--- config.mk ---
export PLATFORM = sky130hd
export DESIGN_NAME = hhst_ctrl
export DESIGN_NICKNAME = d
export VERILOG_FILES = /design/src/rtl/hhst_pkg.sv /design/src/rtl/hhst_ctrl.sv
export SDC_FILE = /design/constraint.sdc
export NUM_CORES = 1
export LEC_CHECK = 0
export BUFFER_PORTS_ARGS = -buffer_cell sky130_fd_sc_hd__buf_2
export CAP_MARGIN = 0
export CORE_MARGIN = 10
export CORE_UTILIZATION = 55
export CTS_CLUSTER_DIAMETER = 100
export CTS_CLUSTER_SIZE = 10
export DETAILED_ROUTE_END_ITERATION = 16
export GPL_TIMING_DRIVEN = 0
export HOLD_SLACK_MARGIN = 0.06
export PLACE_DENSITY_LB_ADDON = 0.3
export SLEW_MARGIN = 20
export SYNTH_ARGS = -nofsm -noshare
export SYNTH_HDL_FRONTEND = slang
export SYNTH_SLANG_ARGS = --single-unit
--- constraint.sdc ---
create_clock -name clock -period 1.93 [get_ports clock]
set_input_delay 0 -clock clock [delete_from_list [all_inputs] [get_ports clock]]
set_output_delay 0 -clock clock [all_outputs]
set_load 0.02 [all_outputs]
--- src/rtl/hhst_pkg.sv ---
// Shared constants, command codes and control structs of the Hermite half-segment tessellator.
`default_nettype none

package hhst_pkg;

   localparam int COORD_WIDTH_DEF = 24;
   localparam int TEN_W           = 16;
   localparam int SEG_W           = 6;
   localparam int U_W             = TEN_W + 1;
   localparam int NSQ_W           = 2 * SEG_W;
   localparam int NCUBE_W         = 3 * SEG_W;
   localparam int MUL_W           = NCUBE_W + 1;
   localparam int FRAC_SHIFT      = 18;
   localparam int SE_SHIFT        = 15;
   localparam int HEAD_W          = 42;
   localparam int CSR_IDX_W       = 2;
   localparam int U_ONE           = 16384;
   localparam int SEL_W           = 3;

   localparam logic [CSR_IDX_W-1:0] CSR_TENSION  = 2'd0;
   localparam logic [CSR_IDX_W-1:0] CSR_SEGMENTS = 2'd1;

   localparam logic [TEN_W-1:0] TENSION_RST  = 16'd0;
   localparam logic [SEG_W-1:0] SEGMENTS_RST = 6'd10;

   localparam logic [SEL_W-1:0] SEL_UA = 3'd0;
   localparam logic [SEL_W-1:0] SEL_UB = 3'd1;
   localparam logic [SEL_W-1:0] SEL_A  = 3'd2;
   localparam logic [SEL_W-1:0] SEL_B  = 3'd3;
   localparam logic [SEL_W-1:0] SEL_T0 = 3'd4;

   typedef enum logic [3:0] {
      OP_NONE,
      OP_LOAD,
      OP_FIRST,
      OP_POW,
      OP_MINIT,
      OP_MSTEP,
      OP_MSTORE,
      OP_INIT,
      OP_STEP,
      OP_DINIT,
      OP_DIV,
      OP_RND
   } op_type;

   typedef struct packed {
      op_type           op;
      logic [SEL_W-1:0] sel;
      logic             mul_top;
   } cmd_type;

   typedef struct packed {
      logic [SEG_W-1:0] segments;
      logic             seg_zero;
   } status_type;

endpackage

`default_nettype wire

--- src/rtl/hhst_ctrl.sv ---
// Sequencer of the tessellator: setup multiplies, per-point stepping, division and result strobe.
`default_nettype none

module hhst_ctrl #(
   parameter int COORD_WIDTH = hhst_pkg::COORD_WIDTH_DEF
) (
   input  wire logic                 clock,
   input  wire logic                 reset,
   input  wire logic                 start,
   output logic                      busy,
   input  wire hhst_pkg::status_type status,
   output hhst_pkg::cmd_type         cmd,
   output logic                      rsp_valid,
   output logic                      rsp_last
);

   localparam int STEPS = (hhst_pkg::MUL_W > COORD_WIDTH) ? hhst_pkg::MUL_W : COORD_WIDTH;
   localparam int CNT_W = $clog2(STEPS);

   typedef enum logic [3:0] {
      S_IDLE, S_FIRST, S_POW, S_MINIT, S_MSTEP, S_MSTORE,
      S_INIT, S_STEP, S_DINIT, S_DIV, S_RND
   } state_type;

   state_type                    state_ff;
   logic [CNT_W-1:0]             cnt_ff;
   logic [hhst_pkg::SEL_W-1:0]   sel_ff;
   logic [hhst_pkg::SEG_W-1:0]   idx_ff;
   logic                         valid_ff;
   logic                         last_ff;
   logic                         mul_top;
   logic                         div_top;
   logic                         pt_last;

   assign mul_top = (cnt_ff == CNT_W'(hhst_pkg::MUL_W - 1));
   assign div_top = (cnt_ff == CNT_W'(COORD_WIDTH - 1));
   assign pt_last = (idx_ff == status.segments);

   assign busy      = (state_ff != S_IDLE);
   assign rsp_valid = valid_ff;
   assign rsp_last  = last_ff;

   always_comb begin
      cmd.sel     = sel_ff;
      cmd.mul_top = mul_top;
      unique case (state_ff)
         S_IDLE:   cmd.op = start ? hhst_pkg::OP_LOAD : hhst_pkg::OP_NONE;
         S_FIRST:  cmd.op = hhst_pkg::OP_FIRST;
         S_POW:    cmd.op = hhst_pkg::OP_POW;
         S_MINIT:  cmd.op = hhst_pkg::OP_MINIT;
         S_MSTEP:  cmd.op = hhst_pkg::OP_MSTEP;
         S_MSTORE: cmd.op = hhst_pkg::OP_MSTORE;
         S_INIT:   cmd.op = hhst_pkg::OP_INIT;
         S_STEP:   cmd.op = hhst_pkg::OP_STEP;
         S_DINIT:  cmd.op = hhst_pkg::OP_DINIT;
         S_DIV:    cmd.op = hhst_pkg::OP_DIV;
         S_RND:    cmd.op = hhst_pkg::OP_RND;
         default:  cmd.op = hhst_pkg::OP_NONE;
      endcase
   end

   always_ff @(posedge clock) begin
      if (reset) begin
         state_ff <= S_IDLE;
         cnt_ff   <= '0;
         sel_ff   <= '0;
         idx_ff   <= '0;
         valid_ff <= 1'b0;
         last_ff  <= 1'b0;
      end else begin
         valid_ff <= 1'b0;
         last_ff  <= 1'b0;
         unique case (state_ff)
            S_IDLE: begin
               if (start) state_ff <= S_FIRST;
            end
            S_FIRST: begin
               valid_ff <= 1'b1;
               last_ff  <= status.seg_zero;
               state_ff <= status.seg_zero ? S_IDLE : S_POW;
            end
            S_POW: begin
               sel_ff   <= hhst_pkg::SEL_UA;
               state_ff <= S_MINIT;
            end
            S_MINIT: begin
               cnt_ff   <= '0;
               state_ff <= S_MSTEP;
            end
            S_MSTEP: begin
               cnt_ff <= cnt_ff + 1'b1;
               if (mul_top) state_ff <= S_MSTORE;
            end
            S_MSTORE: begin
               if (sel_ff == hhst_pkg::SEL_T0) begin
                  state_ff <= S_INIT;
               end else begin
                  sel_ff   <= sel_ff + 1'b1;
                  state_ff <= S_MINIT;
               end
            end
            S_INIT: begin
               idx_ff   <= hhst_pkg::SEG_W'(1);
               state_ff <= S_STEP;
            end
            S_STEP:  state_ff <= S_DINIT;
            S_DINIT: begin
               cnt_ff   <= '0;
               state_ff <= S_DIV;
            end
            S_DIV: begin
               cnt_ff <= cnt_ff + 1'b1;
               if (div_top) state_ff <= S_RND;
            end
            S_RND: begin
               valid_ff <= 1'b1;
               last_ff  <= pt_last;
               idx_ff   <= idx_ff + 1'b1;
               state_ff <= pt_last ? S_IDLE : S_STEP;
            end
            default: state_ff <= S_IDLE;
         endcase
      end
   end

endmodule

`default_nettype wire

==> impl_metrics.py <==
metrics = {
    "yosys": {
        "synthMuxAreaShare_pct": 0,
        "synth_top_area_share_pct": 30.10,
        "synth_top_family_by_area": "compound AO/OA/AOI/OAI gates",
        "synth_warnings": 0,
        "synth.area.top_cells": "dfxtp_1 (30%), a21oi_1 (6.4%), ha_1 (4.7%), nand3_1 (3.4%), nand2_1 (3.4%)",
        "synthFlopType": "dfxtp_1",
        "synth_cell_types": 52,
        "yosysTopAreaCell": "dfxtp_1",
        "yosys.area_share.simple_pct": 25.96,
        "yosys_register_bits": 20,
        "synth-xor-area-share_pct": 4.610,
        "async_reset_ff_share_pct": 0,
        "yosysSeqAreaShare_pct": 30.10,
        "yosys.area_share.adder_pct": 4.704,
        "syn_avg_cell_area_sq_um": 8.110,
        "synth-edff-count": 0,
        "syn-num-nets": 179,
        "syn_area_sq_um": 1330,
        "synth-compound-area-share_pct": 26.81,
        "syn_inst": 164,
    },
    "final_layout": {
        "final_nets": 204,
        "stdcell_area_sq_um": 1505,
        "syn_to_final_growth_pct": 13.17,
        "fillers": 212,
        "utilization_pct": 66.76,
        "num_antenna_cells": 0,
        "drive_above_1_share_pct": 20.86,
    },
    "placement": {
        "port_buffers": 19,
        "pre_cts_ws_ns": 0.1678,
        "place_area_sq_um": 1460,
        "place_congestion": 0.9529,
        "hpwlAfterDp_um": 2689,
    },
    "global_route": {
        "antenna_found_initial": 0,
        "track_usage_pct": 14.45,
        "grt_pass1_wl_um": 6065,
        "grt_overflow": 0,
        "grt_max_degree": 20,
        "grt_pass1_vias": 1325,
    },
    "die": {
        "start_util_pct": 58.99,
        "io_pins": 21,
        "dieArea_sq_um": 4785,
        "die_y_um": 69.18,
        "core_sq_um": 2255,
        "rows": 17,
        "die_width_um": 69.18,
    },
    "power": {
        "powerDensity_nw_per_um2": 513.1,
        "p_leak_nw": 0.6022,
        "peakVddDrop_mv": 0.5800,
    },
    "sta": {
        "max_slew_margin_pct": 62.58,
        "post-route-min-period_ns": 1.797,
        "finalSetupViolations": 0,
        "worst_pin_slew_ns": 0.5613,
        "hold_violations": 0,
        "fin_crit_sh_pct": 93.11,
        "setup_ws_ns": 0.1331,
        "max_freq_mhz": 556.5,
        "slew_violations": 0,
        "clock_skew_ns": 0.004539,
        "rsz0062_at_grt": "false",
        "fin_tns_setup_ns": 0,
    },
    "routing": {
        "wl_um": 3520,
        "via_per_inst": 6.279,
        "drtPass1Iterations": 4,
        "num_vias": 1350,
        "drc": 0,
        "routedWlPerCell_um": 16.37,
        "drtIter0Drc": 115,
        "ant_nets": 0,
    },
    "flow_run": {
        "max_cap_violations": 0,
    },
    "worst_setup_path": {
        "r2r_slack_ns": 0.13,
        "critPathArrivalTime_ns": 2.05,
        "cp_max_fo": 6,
        "crit_path_end_kind": "register",
        "worst_ep_required_time_ns": 2.18,
        "path_class": "reg2reg",
        "startpoint_type": "register",
    },
    "clock_network": {
        "clock_sinks": 20,
        "cts_setup_buffers": 0,
        "clkTransAtPathRegs_ns": 0.11,
        "insertion_delay_ns": 0.30,
        "numCtsBuffers": 3,
        "cts_max_level": 1,
        "cts_buffer_depth": 2,
        "cts_tree": "built",
        "cts_root_buf": "clkbuf_4",
    },
    "status": {
        "status": "finished clean",
    },
    "worst_hold_path": {
        "worst_hold_path_type": "in2reg",
    },
}
==> Yosys cell counts (2+ instances only) <==
| library cell | number |
|---|---|
| xnor2_1 | 3 |
| inv_1 | 9 |
| nand3_1 | 9 |
| a21oi_1 | 17 |
| dfxtp_1 | 20 |
| ha_1 | 5 |
| buf_4 | 3 |
| o21ai_0 | 7 |
| nor3b_1 | 3 |
| o31ai_1 | 2 |
| and2b_1 | 2 |
| and2_1 | 2 |
| nor2_1 | 12 |
| clkbuf_1 | 2 |
| and4bb_2 | 2 |
| nor3_1 | 2 |
| a211oi_1 | 2 |
| nand2_1 | 12 |
| nand3b_1 | 4 |
| buf_2 | 5 |
| xor2_1 | 4 |
| a311oi_1 | 2 |
| a31oi_1 | 4 |
| or3b_1 | 2 |
| a41oi_1 | 2 |
==> state kept, by name (all words and copies together) (netlist names) <==
register and count:
state_ff 4, rsp_last 1, rsp_valid 1, idx_ff 6, sel_ff 3, cnt_ff 5
==> stage by stage <==
step	total power [mW]	hold WS (ns)	cells
finish	0.7723	0.1655	215
global route	0.8125	0.1768	215
CTS	0.7778	0.1414	215
detailed placement	0.5821	0.2954	211
global placement	0.5776	0.3028	211
floorplan	0.5370	0.1476	164
==> cell type report <==
class / count / area, sq um / area share, %
Clock buffer: 3 / 22.52 / 1.496
Inverter: 9 / 33.78 / 2.244
Multi-Input combinational cell: 123 / 832.0 / 55.28
Tap cell: 28 / 35.03 / 2.328
Sequential cell: 20 / 400.4 / 26.60
Timing Repair Buffer: 21 / 115.1 / 7.648
Buffer: 11 / 66.31 / 4.406
==> layer usage <==
metal	track usage, %	routed length, um
met1	16.55	1358
met2	26.01	1878
met3	3.852	241
met4	2.661	42
met5	0	0
==> power by group <==
part / leakage, nW / internal [mW] / switching [mW]
Combinational: 0.427 / 0.0603 / 0.0907
Sequential: 0.162 / 0.420 / 0.00801
Clock: 0.0138 / 0.0728 / 0.121
==> critical path: stages, from the launching register on <==
cell,delay (ns)
dfxtp_1,0.37
xor2_1,0.18
nor4_2,0.36
nand4_1,0.13
a21oi_1,0.15
dlygate4sd3_1,0.55
==> cells by family after synthesis <==
group                      count (synthesis)
and+or+nand+nor                           60
AOI/OAI and AO/OA                         51
buffers and inverters                     21
DFF                                       20
xor gates and xnor gates                   7
adders and majority gates                  5
==> cell usage in the layout, fill, tap and decap left out, types with 2 or more instances in the layout <==
master / n
buf_2: 24
dfxtp_1: 20
a21oi_1: 17
nor2_1: 12
nand2_1: 12
inv_1: 9
nand3_1: 9
o21ai_0: 7
ha_1: 5
nand3b_1: 4
a31oi_1: 4
xor2_1: 4
buf_4: 3
xnor2_1: 3
nor3b_1: 3
clkbuf_4: 3
and2b_1: 2
and4bb_2: 2
and2_1: 2
or3b_1: 2
clkbuf_1: 2
o31ai_1: 2
a41oi_1: 2
a311oi_1: 2
nor3_1: 2
a211oi_1: 2
dlygate4sd3_1: 2
==> path summary, 6_finish.rpt <==
path	cells after the start	to	startpoint
max	5	rsp_last	idx_ff[2]
min	3	state_ff[1]	start
max reg2reg	5	rsp_last	idx_ff[2]
min reg2reg	2	cnt_ff[0]	cnt_ff[0]
==> repair_timing <==
action                                  CTS  global route
gates cloned                              0             0
resized for setup                         0             1
endpoints found under the hold margin     1             0
hold buffers                              2             0
endpoints found under the setup margin    1             1
(Power assumes the default switching activity.)
